File: src/hw/rtl/bpfa_pkg.sv
// Package for the bitmap page frame allocator.
// Holds map geometry, command codes, sequencer states and shared types.
`timescale 1ns / 1ps
`default_nettype none
package bpfa_pkg;
  localparam int MaxFrames  = 32768;
  localparam int WordBits   = 64;
  localparam int NumWords   = MaxFrames / WordBits;
  localparam int WordAw     = $clog2(NumWords);
  localparam int BitAw      = $clog2(WordBits);
  localparam int PageAw     = $clog2(MaxFrames);

  typedef logic [WordBits-1:0] word_t;

  typedef enum logic [2:0] {
    CMD_INIT      = 3'd0,
    CMD_ALLOC     = 3'd1,
    CMD_FREE      = 3'd2,
    CMD_RESERVE   = 3'd3,
    CMD_UNRESERVE = 3'd4
  } cmd_t;

  typedef enum logic [1:0] {
    REG_MANAGED  = 2'd0,
    REG_START_FREE = 2'd1,
    REG_START_RSV  = 2'd2
  } reg_idx_t;

  typedef enum logic [3:0] {
    ST_CLEAR,
    ST_IDLE,
    ST_INIT,
    ST_SCAN_RD,
    ST_SCAN_EV,
    ST_SET_RD,
    ST_SET_WR,
    ST_RUN_RD,
    ST_RUN_WR,
    ST_DONE
  } state_t;

  // memory request from the sequencer to the map store
  typedef struct packed {
    logic              rd;
    logic              wr;
    logic [WordAw-1:0] addr;
    word_t             wdata;
  } map_req_t;
endpackage
`default_nettype wire

File: src/hw/rtl/bpfa_if.sv
// Valid/ready channel interfaces for the allocator.
// Depends on nothing but widths of the work fields.
`timescale 1ns / 1ps
`default_nettype none
interface bpfa_cmd_if;
  logic        valid;
  logic        ready;
  logic [2:0]  command;
  logic [14:0] first_page;
  logic [15:0] page_count;
  modport source (output valid, command, first_page, page_count, input ready);
  modport sink   (input valid, command, first_page, page_count, output ready);
endinterface

interface bpfa_res_if;
  logic        valid;
  logic        ready;
  logic        ok;
  logic [14:0] run_start;
  logic [15:0] free_count;
  logic [15:0] used_count;
  logic [15:0] reserved_count;
  modport source (output valid, ok, run_start, free_count, used_count, reserved_count,
                  input ready);
  modport sink   (input valid, ok, run_start, free_count, used_count, reserved_count,
                  output ready);
endinterface

`default_nettype wire

File: src/hw/rtl/bpfa_seq.sv
// Command sequencer: scans the bitmap page by page and updates runs word by word.
// Depends on bpfa_pkg; drives the request into bpfa_map_ram.
`timescale 1ns / 1ps
`default_nettype none
module bpfa_seq
  import bpfa_pkg::*;
(
  input  wire logic  clk,
  input  wire logic  rst_n,
  bpfa_cmd_if.sink   in_ch,
  bpfa_res_if.source out_ch,
  input  wire logic [15:0] managed_pages,
  input  wire logic [15:0] start_free,
  input  wire logic [15:0] start_rsv,
  output map_req_t   req,
  input  wire word_t rdata
);
  state_t st_r, st_nxt;
  logic [WordAw:0]   clr_r, clr_nxt;
  cmd_t              cmd_r, cmd_nxt;
  logic [PageAw:0]   pg_r, pg_nxt;      // current page (may equal limit)
  logic [PageAw:0]   end_r, end_nxt;    // exclusive end of run
  logic [16:0]       run_r, run_nxt;
  logic [PageAw:0]   rfirst_r, rfirst_nxt;
  logic [15:0]       cnt_r, cnt_nxt;
  logic [15:0]       fc_r, fc_nxt, uc_r, uc_nxt, rc_r, rc_nxt;
  logic              ok_r, ok_nxt;
  logic [14:0]       rs_r, rs_nxt;

  logic [PageAw:0] limit;
  assign limit = (managed_pages > 16'(MaxFrames)) ? (PageAw+1)'(MaxFrames)
                                                  : managed_pages[PageAw:0];

  // per-word masks for run update
  logic [PageAw:0]   wbase;
  word_t             mask, chg, wnew;
  logic [BitAw:0]    nchg;
  logic [PageAw:0]   wlim;
  logic [16:0]       dlt;

  always_comb begin
    wbase = {pg_r[PageAw:BitAw], {BitAw{1'b0}}};
    for (int b = 0; b < WordBits; b++)
      mask[b] = ((wbase + (PageAw+1)'(b)) >= pg_r) && ((wbase + (PageAw+1)'(b)) < end_r);
    if (cmd_r == CMD_RESERVE || cmd_r == CMD_ALLOC) begin
      chg = mask & ~rdata;
      wnew = rdata | mask;
    end else begin
      chg = mask & rdata;
      wnew = rdata & ~mask;
    end
    nchg = (BitAw+1)'($countones(chg));
    wlim = wbase + (PageAw+1)'(WordBits);
  end

  // scan evaluates one bit per cycle within the loaded word
  logic bit_busy;
  assign bit_busy = rdata[pg_r[BitAw-1:0]];

  always_ff @(posedge clk) begin
    if (!rst_n) begin
      st_r <= ST_CLEAR;
      clr_r <= '0;
      fc_r <= '0; uc_r <= '0; rc_r <= '0;
    end else begin
      st_r <= st_nxt;
      clr_r <= clr_nxt;
      fc_r <= fc_nxt; uc_r <= uc_nxt; rc_r <= rc_nxt;
    end
  end

  always_ff @(posedge clk) begin
    cmd_r <= cmd_nxt; pg_r <= pg_nxt; end_r <= end_nxt; run_r <= run_nxt;
    rfirst_r <= rfirst_nxt; cnt_r <= cnt_nxt; ok_r <= ok_nxt; rs_r <= rs_nxt;
  end

  always_comb begin
    st_nxt = st_r; clr_nxt = clr_r; cmd_nxt = cmd_r; pg_nxt = pg_r; end_nxt = end_r;
    run_nxt = run_r; rfirst_nxt = rfirst_r; cnt_nxt = cnt_r;
    fc_nxt = fc_r; uc_nxt = uc_r; rc_nxt = rc_r; ok_nxt = ok_r; rs_nxt = rs_r;
    req = '0;
    dlt = 17'(nchg);
    in_ch.ready = 1'b0;
    out_ch.valid = 1'b0;
    case (st_r)
      ST_CLEAR, ST_INIT: begin
        req.wr = 1'b1;
        req.addr = clr_r[WordAw-1:0];
        clr_nxt = clr_r + 1'b1;
        if (clr_r == (WordAw+1)'(NumWords - 1)) begin
          clr_nxt = '0;
          st_nxt = (st_r == ST_CLEAR) ? ST_IDLE : ST_DONE;
        end
      end
      ST_IDLE: begin
        in_ch.ready = 1'b1;
        if (in_ch.valid) begin
          cmd_nxt = cmd_t'(in_ch.command);
          cnt_nxt = in_ch.page_count;
          ok_nxt = 1'b1; rs_nxt = '0; run_nxt = '0;
          pg_nxt = '0; rfirst_nxt = '0;
          case (in_ch.command)
            CMD_INIT: begin
              fc_nxt = start_free; uc_nxt = '0; rc_nxt = start_rsv;
              st_nxt = ST_INIT;
            end
            CMD_ALLOC: begin
              if (in_ch.page_count == '0 || limit == '0) begin
                ok_nxt = 1'b0; st_nxt = ST_DONE;
              end else st_nxt = ST_SCAN_RD;
            end
            CMD_FREE, CMD_RESERVE, CMD_UNRESERVE: begin
              pg_nxt = {1'b0, in_ch.first_page};
              if ({2'b0, in_ch.first_page} + 17'(in_ch.page_count) > 17'(limit))
                end_nxt = limit;
              else
                end_nxt = (PageAw+1)'({1'b0, in_ch.first_page} + in_ch.page_count);
              st_nxt = ({1'b0, in_ch.first_page} >= limit || in_ch.page_count == '0)
                       ? ST_DONE : ST_RUN_RD;
            end
            default: begin
              ok_nxt = 1'b0; st_nxt = ST_DONE;
            end
          endcase
        end
      end
      ST_SCAN_RD: begin
        req.rd = 1'b1;
        req.addr = pg_r[PageAw-1:BitAw];
        st_nxt = ST_SCAN_EV;
      end
      ST_SCAN_EV: begin
        // advance one page per cycle; reload word at its boundary
        if (bit_busy) run_nxt = '0;
        else begin
          if (run_r == '0) rfirst_nxt = pg_r;
          run_nxt = run_r + 1'b1;
        end
        pg_nxt = pg_r + 1'b1;
        if (!bit_busy && run_r + 1'b1 == {1'b0, cnt_r}) begin
          pg_nxt = bit_busy ? rfirst_r : (run_r == '0 ? pg_r : rfirst_r);
          end_nxt = pg_r + 1'b1;
          st_nxt = ST_RUN_RD;
        end else if (pg_r + 1'b1 >= limit) begin
          ok_nxt = 1'b0; st_nxt = ST_DONE;
        end else if (pg_r[BitAw-1:0] == '1) st_nxt = ST_SCAN_RD;
      end
      ST_RUN_RD: begin
        req.rd = 1'b1;
        req.addr = pg_r[PageAw-1:BitAw];
        st_nxt = ST_RUN_WR;
      end
      ST_RUN_WR: begin
        req.wr = 1'b1;
        req.addr = pg_r[PageAw-1:BitAw];
        req.wdata = wnew;
        case (cmd_r)
          CMD_ALLOC: begin
            rs_nxt = rfirst_r[14:0];
          end
          CMD_RESERVE: begin
            rc_nxt = (17'(rc_r) + dlt > 17'hFFFF) ? 16'hFFFF : 16'(17'(rc_r) + dlt);
            fc_nxt = (fc_r > 16'(dlt)) ? fc_r - 16'(dlt) : '0;
          end
          CMD_FREE: begin
            uc_nxt = (uc_r > 16'(dlt)) ? uc_r - 16'(dlt) : '0;
            fc_nxt = (17'(fc_r) + dlt > 17'hFFFF) ? 16'hFFFF : 16'(17'(fc_r) + dlt);
          end
          default: begin
            rc_nxt = (rc_r > 16'(dlt)) ? rc_r - 16'(dlt) : '0;
            fc_nxt = (17'(fc_r) + dlt > 17'hFFFF) ? 16'hFFFF : 16'(17'(fc_r) + dlt);
          end
        endcase
        pg_nxt = wlim;
        if (wlim >= end_r) begin
          if (cmd_r == CMD_ALLOC) begin
            uc_nxt = (17'(uc_r) + 17'(cnt_r) > 17'hFFFF) ? 16'hFFFF : uc_r + cnt_r;
            fc_nxt = (fc_r > cnt_r) ? fc_r - cnt_r : '0;
          end
          st_nxt = ST_DONE;
        end else st_nxt = ST_RUN_RD;
      end
      ST_DONE: begin
        out_ch.valid = 1'b1;
        if (out_ch.ready) st_nxt = ST_IDLE;
      end
      default: st_nxt = ST_IDLE;
    endcase
  end

  assign out_ch.ok = ok_r;
  assign out_ch.run_start = rs_r;
  assign out_ch.free_count = fc_r;
  assign out_ch.used_count = uc_r;
  assign out_ch.reserved_count = rc_r;

  a_ready_idle: assert property (@(posedge clk) disable iff (!rst_n)
    in_ch.ready |-> st_r == ST_IDLE) else $error("ready outside idle");
  a_one_side: assert property (@(posedge clk) disable iff (!rst_n)
    !(in_ch.ready && out_ch.valid)) else $error("ready with result pending");
  a_no_rw: assert property (@(posedge clk) disable iff (!rst_n)
    !(req.rd && req.wr)) else $error("map read and write together");
  a_fail_zero: assert property (@(posedge clk) disable iff (!rst_n)
    (out_ch.valid && !out_ch.ok) |-> out_ch.run_start == '0)
    else $error("failed item with run start");
endmodule
`default_nettype wire

File: src/flat_wrapper.sv
// flat-port wrapper written by rule: the top's interface ports become plain ports
module bpfa_seq_flat import bpfa_pkg::*;
  (clk, rst_n, managed_pages, start_free, start_rsv, req, rdata, in_ch_valid, in_ch_command, in_ch_first_page, in_ch_page_count, in_ch_ready, out_ch_valid, out_ch_ok, out_ch_run_start, out_ch_free_count, out_ch_used_count, out_ch_reserved_count, out_ch_ready);
  bpfa_cmd_if in_ch_i ();
  bpfa_res_if out_ch_i ();
  input  wire logic clk;
  input  wire logic rst_n;
  input  wire logic [15:0] managed_pages;
  input  wire logic [15:0] start_free;
  input  wire logic [15:0] start_rsv;
  output map_req_t req;
  input  wire word_t rdata;
  input wire logic [$bits(in_ch_i.valid)-1:0] in_ch_valid;
  input wire logic [$bits(in_ch_i.command)-1:0] in_ch_command;
  input wire logic [$bits(in_ch_i.first_page)-1:0] in_ch_first_page;
  input wire logic [$bits(in_ch_i.page_count)-1:0] in_ch_page_count;
  output wire logic [$bits(in_ch_i.ready)-1:0] in_ch_ready;
  output wire logic [$bits(out_ch_i.valid)-1:0] out_ch_valid;
  output wire logic [$bits(out_ch_i.ok)-1:0] out_ch_ok;
  output wire logic [$bits(out_ch_i.run_start)-1:0] out_ch_run_start;
  output wire logic [$bits(out_ch_i.free_count)-1:0] out_ch_free_count;
  output wire logic [$bits(out_ch_i.used_count)-1:0] out_ch_used_count;
  output wire logic [$bits(out_ch_i.reserved_count)-1:0] out_ch_reserved_count;
  input wire logic [$bits(out_ch_i.ready)-1:0] out_ch_ready;
  assign in_ch_i.valid = in_ch_valid;
  assign in_ch_i.command = in_ch_command;
  assign in_ch_i.first_page = in_ch_first_page;
  assign in_ch_i.page_count = in_ch_page_count;
  assign in_ch_ready = in_ch_i.ready;
  assign out_ch_valid = out_ch_i.valid;
  assign out_ch_ok = out_ch_i.ok;
  assign out_ch_run_start = out_ch_i.run_start;
  assign out_ch_free_count = out_ch_i.free_count;
  assign out_ch_used_count = out_ch_i.used_count;
  assign out_ch_reserved_count = out_ch_i.reserved_count;
  assign out_ch_i.ready = out_ch_ready;
  bpfa_seq u_core (.clk(clk), .rst_n(rst_n), .in_ch(in_ch_i), .out_ch(out_ch_i), .managed_pages(managed_pages), .start_free(start_free), .start_rsv(start_rsv), .req(req), .rdata(rdata));
endmodule
File: config.mk
export PLATFORM = sky130hd
export DESIGN_NAME = bpfa_seq_flat
export DESIGN_NICKNAME = d
export VERILOG_FILES = /design/src/hw/rtl/bpfa_pkg.sv /design/src/hw/rtl/bpfa_if.sv /design/src/hw/rtl/bpfa_seq.sv /design/src/flat_wrapper.sv
export SDC_FILE = /design/constraint.sdc
export NUM_CORES = 1
export LEC_CHECK = 0
export ABC_AREA = 1
export ABC_CLOCK_PERIOD_IN_PS = 12500
export BUFFER_PORTS_ARGS = -buffer_cell sky130_fd_sc_hd__buf_2
export CORE_ASPECT_RATIO = 1.25
export CORE_MARGIN = 1.5
export CORE_UTILIZATION = 30
export CTS_CLUSTER_DIAMETER = 100
export CTS_CLUSTER_SIZE = 10
export DETAILED_ROUTE_END_ITERATION = 6
export PLACE_DENSITY = 0.55
export SLEW_MARGIN = 20
export SYNTH_ARGS = -nofsm -noshare
export SYNTH_HDL_FRONTEND = slang
export SYNTH_SLANG_ARGS = --single-unit
File: constraint.sdc
create_clock -name clk -period 12.5 [get_ports clk]
set_input_delay 1.25 -clock clk [delete_from_list [all_inputs] [get_ports clk]]
set_output_delay 1.25 -clock clk [all_outputs]
set_load 0.01 [all_outputs]
Yosys cells after proc, flatten, opt, wreduce, memory -nomap -nowiden
Cells that the tools add are included.
{"block": "totals", "rom_bits": 0, "input_bits": 150, "mem_count": 0, "elab_cells": 493, "out_inout_bits": 141, "ram_bits": 0, "latch_bits": 0, "regBits": 162}
{"block": "op_classes", "n_bitwise": 6, "n_mux": 72, "n_reduce_logical": 93, "n_addsub": 140, "multipliers": 0, "n_eq_ne": 28, "div_mod_pow": 0, "order_cmp": 141, "n_shift": 0}
{"op": "16-bit >= comparator", "n": 66}
{"op": "16-bit less-than comparator", "n": 64}
{"op": "16-bit by 6-bit adder with 16-bit output, second input constant", "n": 32}
{"op": "16-bit 2-to-1 mux", "n": 28}
{"op": "16-bit by 5-bit adder with 16-bit output, second input constant", "n": 16}
{"op": "16-bit case mux with 2 select lines", "n": 7}
{"op": "7-bit adder", "n": 31}
{"op": "64-bit AND", "n": 3}
{"op": "64-bit 2-to-1 mux", "n": 3}
{"op": "16-bit by 4-bit adder with 16-bit output, second input constant", "n": 8}
{"op": "64-bit inverter", "n": 2}
{"op": "1-bit logical AND", "n": 65}
{"op": "1-bit by 1-bit adder with 2-bit output", "n": 32}
{"op": "16-bit by 3-bit adder with 16-bit output, second input constant", "n": 4}
{"op": "64-bit bitwise OR", "n": 1}
{"op": "17-bit by 16-bit greater-than comparator with 1-bit output, second input constant", "n": 3}
{"op": "16-bit by 7-bit greater-than comparator with 1-bit output", "n": 3}
{"op": "16-bit case mux with 3 select lines", "n": 1}
{"op": "16-bit by 7-bit subtractor with 16-bit output", "n": 3}
{"op": "15-bit 2-to-1 mux", "n": 3}
{"op": "4-bit 2-to-1 mux", "n": 10}
{"op": "16-bit by 7-bit adder with 17-bit output", "n": 2}
{"op": "17-bit 2-to-1 mux", "n": 2}
{"op": "17-bit case mux with 2 select lines", "n": 1}
{"op": "other kinds (50)", "n": 90}

Logic depth before layout (Yosys ltp)
Gate-level depths: netlist of run 1.
{"block": "depth", "word_depth": 18, "ltp_mapped": 55, "depth_no_buf": 53}

Worst setup path before layout of run 1
Ideal clock, no wire load.
{"block": "synth_timing", "kind": "reg2reg", "startpoint": "register u_core.pg_r[7]", "endpoint": "register u_core.rc_r[6] (netlist: u_core.out_ch.reserved_count[6])", "t_arrival_ns": 8.964, "path_stages_with_launch": 46, "period_less_slack_ns": 9.096, "path_buffers": 1, "slack_ns": 3.404, "cell_sequence": "edfxtp_1 ha_1 a21oi_2 inv_1 a21oi_2 inv_1 a21oi_1 inv_2 a221oi_1 inv_1 nor2_1 ha_1 inv_1 fa_1 inv_1 fa_1 inv_1 fa_1 [10 not listed] o21ai_0 xor2_1 inv_1 ha_1 inv_2 a21oi_1 o21ai_0 a21oi_2 inv_1 nand2_1 nand2_1 nand2_1 inv_1 buf_4 nand3_1 o311ai_0 o21ai_1 a21oi_1"}
{"block": "synth_between", "elab_chain_len": 16}
{"element": "start, declared", "line_no": "bpfa_seq.sv:21", "source": "logic [PageAw:0] pg_r, pg_nxt;"}
{"element": "start signal, assigned", "line_no": "bpfa_seq.sv:73", "source": "cmd_r <= cmd_nxt; pg_r <= pg_nxt; end_r <= end_nxt; run_r <= run_nxt;"}
{"element": "16-bit by 1-bit adder with 16-bit output, or another cell as far along", "line_no": "bpfa_seq.sv:44", "source": "mask[b] = ((wbase + (PageAw+1)'(b)) >= pg_r) && ((wbase + (PageAw+1)'(b)) < end_r);"}
{"element": "16-bit >= comparator / 16-bit less-than comparator (equally long branches)", "line_no": "bpfa_seq.sv:44"}
{"element": "1-bit logical AND", "line_no": "bpfa_seq.sv:44"}
{"element": "64-bit AND (on tied branches)", "line_no": "bpfa_seq.sv:49, bpfa_seq.sv:46"}
{"element": "64-bit 2-to-1 mux *", "line_no": "bpfa_seq.sv:45", "source": "if (cmd_r == CMD_RESERVE || cmd_r == CMD_ALLOC) begin"}
{"element": "1-bit by 1-bit adder with 2-bit output (not written as such)", "line_no": "bpfa_seq.sv:52", "source": "nchg = (BitAw+1)'($countones(chg));"}
{"element": "7-bit adder (not written as such) (4 in series)", "line_no": "bpfa_seq.sv:52"}
{"element": "7-bit adder (not written as such) *", "line_no": "bpfa_seq.sv:52"}
{"element": "16-bit by 7-bit adder with 17-bit output", "line_no": "bpfa_seq.sv:162", "source": "rc_nxt = (17'(rc_r) + dlt > 17'hFFFF) ? 16'hFFFF : 16'(17'(rc_r) + dlt);"}
{"element": "17-bit by 16-bit greater-than comparator with 1-bit output", "line_no": "bpfa_seq.sv:162"}
{"element": "16-bit 2-to-1 mux", "line_no": "bpfa_seq.sv:162"}
{"element": "16-bit case mux with 2 select lines *", "line_no": "bpfa_seq.sv:157", "source": "case (cmd_r)"}
{"element": "16-bit case mux with 2 select lines *", "line_no": "bpfa_seq.sv:85", "source": "case (st_r)"}
{"element": "end signal, assigned", "line_no": "bpfa_seq.sv:68", "source": "fc_r <= fc_nxt; uc_r <= uc_nxt; rc_r <= rc_nxt;"}
{"element": "end, declared", "line_no": "bpfa_seq.sv:26", "source": "logic [15:0] fc_r, fc_nxt, uc_r, uc_nxt, rc_r, rc_nxt;"}
Every way passes the cells marked *; elsewhere a longest branch is shown, timed or not.
A chain may end at the register's enable or synchronous reset.

Final worst setup path of run 1
{"block": "layout_timing", "startpoint": "register u_core.pg_r[7]", "endpoint": "register u_core.fc_r[15] (netlist: u_core.out_ch.free_count[15])"}
{"block": "layout_between", "elab_chain_len": 18}
{"element": "16-bit by 1-bit adder with 16-bit output, or another cell as far along", "line_no": "bpfa_seq.sv:44"}
{"element": "16-bit >= comparator / 16-bit less-than comparator (equally long branches)", "line_no": "bpfa_seq.sv:44"}
{"element": "1-bit logical AND", "line_no": "bpfa_seq.sv:44"}
{"element": "64-bit AND (on tied branches)", "line_no": "bpfa_seq.sv:49, bpfa_seq.sv:46"}
{"element": "64-bit 2-to-1 mux", "line_no": "bpfa_seq.sv:45"}
{"element": "1-bit by 1-bit adder with 2-bit output (not written as such)", "line_no": "bpfa_seq.sv:52"}
{"element": "7-bit adder (not written as such) (5 in series)", "line_no": "bpfa_seq.sv:52"}
{"element": "16-bit by 7-bit adder with 17-bit output", "line_no": "bpfa_seq.sv:167, bpfa_seq.sv:171"}
{"element": "17-bit by 16-bit greater-than comparator with 1-bit output", "line_no": "bpfa_seq.sv:167, bpfa_seq.sv:171"}
{"element": "16-bit 2-to-1 mux", "line_no": "bpfa_seq.sv:167, bpfa_seq.sv:171"}
{"element": "16-bit case mux with 2 select lines", "line_no": "bpfa_seq.sv:157"}
{"element": "16-bit 2-to-1 mux", "line_no": "bpfa_seq.sv:176", "source": "if (cmd_r == CMD_ALLOC) begin"}
{"element": "16-bit 2-to-1 mux *", "line_no": "bpfa_seq.sv:175", "source": "if (wlim >= end_r) begin"}
{"element": "16-bit case mux with 2 select lines *", "line_no": "bpfa_seq.sv:85"}
{"element": "end signal, assigned", "line_no": "bpfa_seq.sv:68"}
{"element": "end, declared", "line_no": "bpfa_seq.sv:26"}
Marked as above.

==> results of run 1 <==
==> per-layer routing <==
layer / share of wire [%] / vias up / wire, um / track usage (%)
met2: 50 / 787 / 48000 / 45.7
li1: - / 11600 / - / -
met1: 40 / 11000 / 38200 / 29.5
met5: 0.014 / - / 13 / 0
met3: 5.1 / 194 / 4890 / 3.51
met4: 4.5 / 2 / 4250 / 10.5
==> flip-flops by register name, indices dropped and copies added (netlist names) <==
signal / flops
u_core.out_ch.used_count: 16
u_core.run_r: 17
u_core.pg_r: 16
u_core.end_r: 16
u_core.out_ch.free_count: 16
u_core.cnt_r: 16
u_core.rfirst_r: 16
u_core.cmd_r: 3
u_core.st_r: 4
u_core.out_ch.run_start: 15
u_core.out_ch.reserved_count: 16
u_core.clr_r: 10
u_core.out_ch.ok: 1
==> worst register-to-register path, delay by kind of cell (launching register included) <==
family | cells | cell delay, ns
compound gates | 9 | 2.37
xor+xnor | 1 | 0.36
flops | 1 | 0.49
buf+inv | 14 | 1.60
simple gates | 9 | 1.25
fa+ha+maj | 12 | 5.08
==> where the power goes <==
part	internal, mW	switching (mW)	leakage (nW)	total (mW)
Clock	0.275	0.295	0.301	0.570
Combinational	0.536	0.999	10.2	1.54
Sequential	0.569	0.000951	1.42	0.570
==> cell usage in the layout, fill, tap and decap left out, types with 16 or more instances in the layout <==
| cell | synthesis | final |
|---|---|---|
| nand2_1 | 694 | 693 |
| inv_1 | 462 | 461 |
| nor2_1 | 397 | 395 |
| a21oi_1 | 329 | 329 |
| buf_2 | 18 | 290 |
| o21ai_0 | 244 | 244 |
| ha_1 | 201 | 201 |
| nand3_1 | 182 | 181 |
| edfxtp_1 | 100 | 100 |
| xor2_1 | 74 | 74 |
| fa_1 | 68 | 68 |
| dfxtp_1 | 62 | 62 |
| nor3_1 | 56 | 55 |
| xnor2_1 | 49 | 49 |
| nand4_1 | 43 | 43 |
| o211ai_1 | 40 | 40 |
| o21ai_1 | 32 | 32 |
| nor4_1 | 18 | 18 |
| clkbuf_16 | 0 | 17 |
| inv_2 | 15 | 16 |
| buf_4 | 2 | 16 |
==> synth_stat cells (all sizes together), types with 11 or more instances <==
| library cell | n |
|---|---|
| a211oi | 11 |
| a21oi | 333 |
| and2 | 11 |
| buf | 29 |
| clkbuf | 76 |
| dfxtp | 62 |
| edfxtp | 100 |
| fa | 68 |
| ha | 201 |
| inv | 477 |
| nand2 | 698 |
| nand3 | 183 |
| nand4 | 44 |
| nor2 | 408 |
| nor3 | 58 |
| nor4 | 18 |
| o211ai | 40 |
| o21ai | 278 |
| o22ai | 11 |
| xnor2 | 49 |
| xor2 | 74 |
==> stage by stage <==
| stage | power [mW] | utilization (%) | instances | hold slack [ns] |
|---|---|---|---|---|
| floorplan | 1.71 | - | 3338 | 0.475 |
| global placement | 2.13 | 33.5 | 4492 | 0.497 |
| detailed placement | 2.11 | 33.5 | 4492 | 0.499 |
| CTS | 2.69 | 34.4 | 4524 | 0.513 |
| global route | 2.91 | 34.4 | 4524 | 0.523 |
| finish | 2.68 | 34.4 | 4524 | 0.509 |
==> cells by family after synthesis <==
logic type | after synthesis | synth area share, %
buf+inv | 590 | 10.5
simple gates | 1440 | 27.8
flops | 162 | 19.6
xor+xnor | 123 | 4.97
fa+ha+maj | 269 | 17.9
compound gates | 754 | 19.3
==> path summary, 6_finish.rpt <==
| kind | startpoint | end | slack [ns] | cells past startpoint |
|---|---|---|---|---|
| max | u_core.pg_r[7] | u_core.out_ch.free_count[15] | 1.33 | 45 |
| min | u_core.out_ch.reserved_count[15] | u_core.out_ch.reserved_count[15] | 0.51 | 2 |
| max reg2reg | u_core.pg_r[7] | u_core.out_ch.free_count[15] | 1.33 | 45 |
| min reg2reg | u_core.out_ch.reserved_count[15] | u_core.out_ch.reserved_count[15] | 0.51 | 2 |
==> layout make-up <==
type	instances	share of cell area, %
clock buffer	17	1.73
multi-input combinational	2586	61.6
timing repair buffer	307	6.46
inverter	485	7.40
clock inverter	15	0.777
sequential	162	17.2
tap	952	4.83
==> reports/metrics.cfg, run 1 <==
[status]
outcome=complete, no violations

[cts]
post_cts_resize_count=0
clockRootBuffer=clkbuf_16
cts.hold.buffers_added=0
cts_setup_buffers=0
cts_tree=done
clkSlewWorstSetupHoldPaths_ns=0.08
max-clock-path-buffers=2
clock_sinks=162
cts_buffers=17
clk_latency_ns=0.49
htreeDepth=4

[timing]
fin_ws_ns=1.33
setup-tns-final_ns=0
slew_viol_final=0
finalHoldViolations=0
finalSetupViolCount=0
worst_pin_slew_ns=1.18
skew_ns=0.0168
slew_headroom_pct=20.8
fin_crit_sh_pct=89.4
fmaxAchievable_mhz=89.5
fin_crit_ns=11.17
grt_setup_unrepaired=false

[floorplanning]
core_area_um2=71700
die_w_um=243
start_util_pct=30.2
dieHeight_um=303
die_area_um2=73900
io_pins=291
rows=110

[drt]
wl_um=95400
avgRoutedWirePerCell_um=21.1
vias_per_cell=5.20
drc_errors=0
drt-pass1-iter-count=6
via_count=23500
first_iter_violations=1865
drtAntennaViolNets=0

[logic_synthesis]
synth_cells=3338
synth-edff-count=100
synth.distinct_cells=57
async_flop_share_pct=0
ys_seq_area_share_pct=19.6
avgSynthCellArea_um2=6.49
synthFlopType=edfxtp_1
synth_area_leaders=edfxtp_1 (14%), nand2_1 (12%), ha_1 (12%), inv_1 (8.0%), a21oi_1 (7.6%)
synth_area_um2=21700
yosysTopAreaCellShare_pct=13.9
synth_top_area_cell=edfxtp_1
yosys_warnings=0
synth.net_count=3757
synth_seq_cells=162

[power_and_ir_drop]
power_density_nw_per_um2=109
ir_worst_vdd_mv=0.106
power_leakage_nw=12.0

[place]
place_congestion=1.01
io_buffers=290
place_area_um2=24000
dpl.hpwl_um=77900
pre_cts_ws_ns=1.34

[grt]
grt_pass1_wl_um=139000
grt_pass1_vias=22600
grt_max_degree=99
grt-ovfl-total=0
gr-usage-all-layers_pct=25.1
grt_antenna_before_repair=1

[finish]
multi_input_area_um2=15200
drive_above_1_share_pct=11.1
fillerInstances=7918
fin_area_um2=24600
area_growth_pct=13.7
fin_nets=3978
seqCellArea_um2=4240
diodes=0

[flow_run]
cap_viol_max_count=0

[critical_path]
critPathMaxStageDelay_ns=0.66
worstPathRequired_ns=12.92
path_class=reg -> reg
cp-end-kind=register
crit_buf_inv=14
path_max_fanout=11
cpMostUsedCell=inv_1
arrival_ns=11.60
critPathSlowestCell=fa_1
critical_path.startpoint_type=register
cp_top_family=adder cells

[hold_path]
min_path_type=reg -> reg

No activity file was read; power rests on OpenSTA's default activity.
==> inputs of run 2 (changes only) <==
--- a/config.mk
+++ b/config.mk
@@ -8,13 +8,15 @@
 export ABC_AREA = 1
 export ABC_CLOCK_PERIOD_IN_PS = 12500
 export BUFFER_PORTS_ARGS = -buffer_cell sky130_fd_sc_hd__buf_2
+export CELL_PAD_IN_SITES_DETAIL_PLACEMENT = 1
+export CELL_PAD_IN_SITES_GLOBAL_PLACEMENT = 1
 export CORE_ASPECT_RATIO = 1.25
 export CORE_MARGIN = 1.5
 export CORE_UTILIZATION = 30
 export CTS_CLUSTER_DIAMETER = 100
 export CTS_CLUSTER_SIZE = 10
 export DETAILED_ROUTE_END_ITERATION = 6
-export PLACE_DENSITY = 0.55
+export PLACE_DENSITY = 0.7
 export SLEW_MARGIN = 20
 export SYNTH_ARGS = -nofsm -noshare
 export SYNTH_HDL_FRONTEND = slang
==> run 2 against run 1 <==
Effect of this change: hold slack better by 0.013 ns; first-iteration DRC count down 8.0%; flip-flop and latch count unchanged; largest cell class unchanged; largest power group unchanged; power up 2.8%; critical path type unchanged.
==> reports/metrics.cfg, run 2 (synthesis results as in run 1) <==
[finish]
area_growth_pct=13.9
drive_above_1_share_pct=11.2  ; +0.10 points
mostFrequentLayoutCell=nand2_1
layout_common_cells=nand2_1 (693), inv_1 (461), nor2_1 (395)
regMostFlops=u_core.run_r
final_cells=4528  ; +0.088%
largest_reg_flops=17  ; unchanged
final_util_pct=34.4  ; +0.054 points
fin_area_um2=24700  ; +0.16%
fin_nets=3981  ; +0.075%

[grt]
grt_max_degree=100  ; +1.0%
grt_antenna_before_repair=1  ; unchanged
gr-usage-all-layers_pct=26.5  ; +1.4 points
grt-ovfl-total=0  ; unchanged
grt_pass1_wl_um=148000  ; +6.3%
grt_pass1_vias=24200  ; +7.0%

[cts]
clockRootBuffer=clkbuf_16
clock_sinks=162  ; unchanged
cts.hold.buffers_added=0  ; unchanged
htreeDepth=4  ; unchanged
max-clock-path-buffers=2  ; unchanged
cts_tree=done
cts_buffers=17  ; unchanged
clkSlewWorstSetupHoldPaths_ns=0.08  ; about the same
clk_latency_ns=0.50  ; about the same

[timing]
fin_ws_ns=0.923  ; -0.402 ns
finalSetupViolCount=0  ; unchanged
finalHoldViolations=0  ; unchanged
skew_ns=0.0192  ; +0.00249 ns
fin_crit_sh_pct=92.6  ; +3.2 points
setup-tns-final_ns=0  ; unchanged
holdWs_ns=0.523  ; +0.0132 ns
worst_pin_slew_ns=0.970  ; -0.207 ns
fin_crit_ns=11.58  ; +0.402 ns
fmaxAchievable_mhz=86.4  ; -3.5%
slew_viol_final=0  ; unchanged
slew_headroom_pct=35.3  ; +15 points
grt_setup_unrepaired=false

[place]
pre_cts_ws_ns=0.758  ; -0.580 ns
place_area_um2=24100  ; +0.12%
dp_cells=4495  ; +0.067%
dpl.hpwl_um=81900  ; +5.2%
io_buffers=290  ; unchanged
place_congestion=0.999  ; -0.80%

[drt]
drt-pass1-iter-count=6  ; unchanged
drtAntennaViolNets=0  ; unchanged
via_count=24100  ; +2.3%
drc_errors=0  ; unchanged
wl_um=99600  ; +4.4%
first_iter_violations=1715  ; -8.0%
avgRoutedWirePerCell_um=22.0  ; +4.3%
vias_per_cell=5.32  ; +2.2%

[floorplanning]
rows=110  ; unchanged
start_util_pct=30.2  ; unchanged
die_area_um2=73900  ; unchanged
io_pins=291  ; unchanged
dieHeight_um=303  ; unchanged
core_area_um2=71700  ; unchanged
die_w_um=243  ; unchanged

[hold_path]
min_path_type=reg -> reg

[critical_path]
path_max_fanout=11  ; unchanged
cpMostUsedCell=inv_1
cp-end-kind=register
critical_path.startpoint_type=register
path_class=reg -> reg
critPathSlowestCell=fa_1
arrival_ns=11.96  ; +0.36 ns
worstPathRequired_ns=12.88  ; -0.04 ns
critPathMaxStageDelay_ns=0.63  ; -0.03 ns

[power_and_ir_drop]
power_leakage_nw=12.0  ; about the same
power_density_nw_per_um2=111  ; +2.6%
ir_worst_vdd_mv=0.130  ; +23%
power_mw=2.75  ; +2.8%

[flow_run]
cap_viol_max_count=0  ; unchanged

[status]
outcome=complete, no violations

==> run 2: cell count changes in the layout (fill, tap and decap cells not counted), moves of 2 or more <==
cell / delta
clkinvlp_4: +2
clkinv_4: -2
inv_8: -3
inv_12: -2
inv_6: +4
buf_4: +2
==> run 2: area by class of cell <==
| type | count | area, um2 |
|---|---|---|
| Sequential cell | 162 | 4240 |
| Antenna cell | 1 | 2.50 |
| Fill cell | 9363 | 47000 |
| Multi-Input combinational cell | 2586 | 15200 |
| Tap cell | 952 | 1190 |
| Timing Repair Buffer | 310 | 1620 |
| Clock buffer | 17 | 425 |
| Clock inverter | 15 | 188 |
| Inverter | 485 | 1820 |
==> run 2: critical path: cells and delay by family (launching register included) <==
kind                       cells  cell delay, ns
buffers and inverters         15            1.80
and+or+nand+nor                5            0.57
AOI/OAI and AO/OA             11            2.92
adders and majority gates     12            5.18
DFF                            1            0.47
xor gates and xnor gates       1            0.50
==> run 2: final timing paths <==
check / cells past startpoint / to / startpoint / slack, ns
min reg2reg: 2 / u_core.clr_r[1] / u_core.clr_r[1] / 0.52
max reg2reg: 44 / u_core.out_ch.reserved_count[6] / u_core.pg_r[7] / 0.92
max: 44 / u_core.out_ch.reserved_count[6] / u_core.pg_r[7] / 0.92
min: 2 / u_core.clr_r[1] / u_core.clr_r[1] / 0.52
==> run 2: power by group <==
group | leakage, nW | internal (mW) | switching (mW) | total, mW
combinational | 10.3 | 0.543 | 1.06 | 1.61
clock | 0.292 | 0.287 | 0.286 | 0.573
sequential | 1.42 | 0.569 | 0.000854 | 0.570
==> run 2: routing by layer <==
layer | track usage, % | part of all wire, % | up-vias
li1 | - | - | 11500
met4 | 12.1 | 4.7 | 2
met3 | 3.35 | 4.4 | 214
met5 | 0 | 0.013 | -
met1 | 31.3 | 41 | 11600
met2 | 47.6 | 50 | 727
==> run 2: repair_timing <==
action                     in CTS  in global routing
setup endpoints to repair       0                  3
setup buffers                   0                  0
gates resized for setup         0                  1
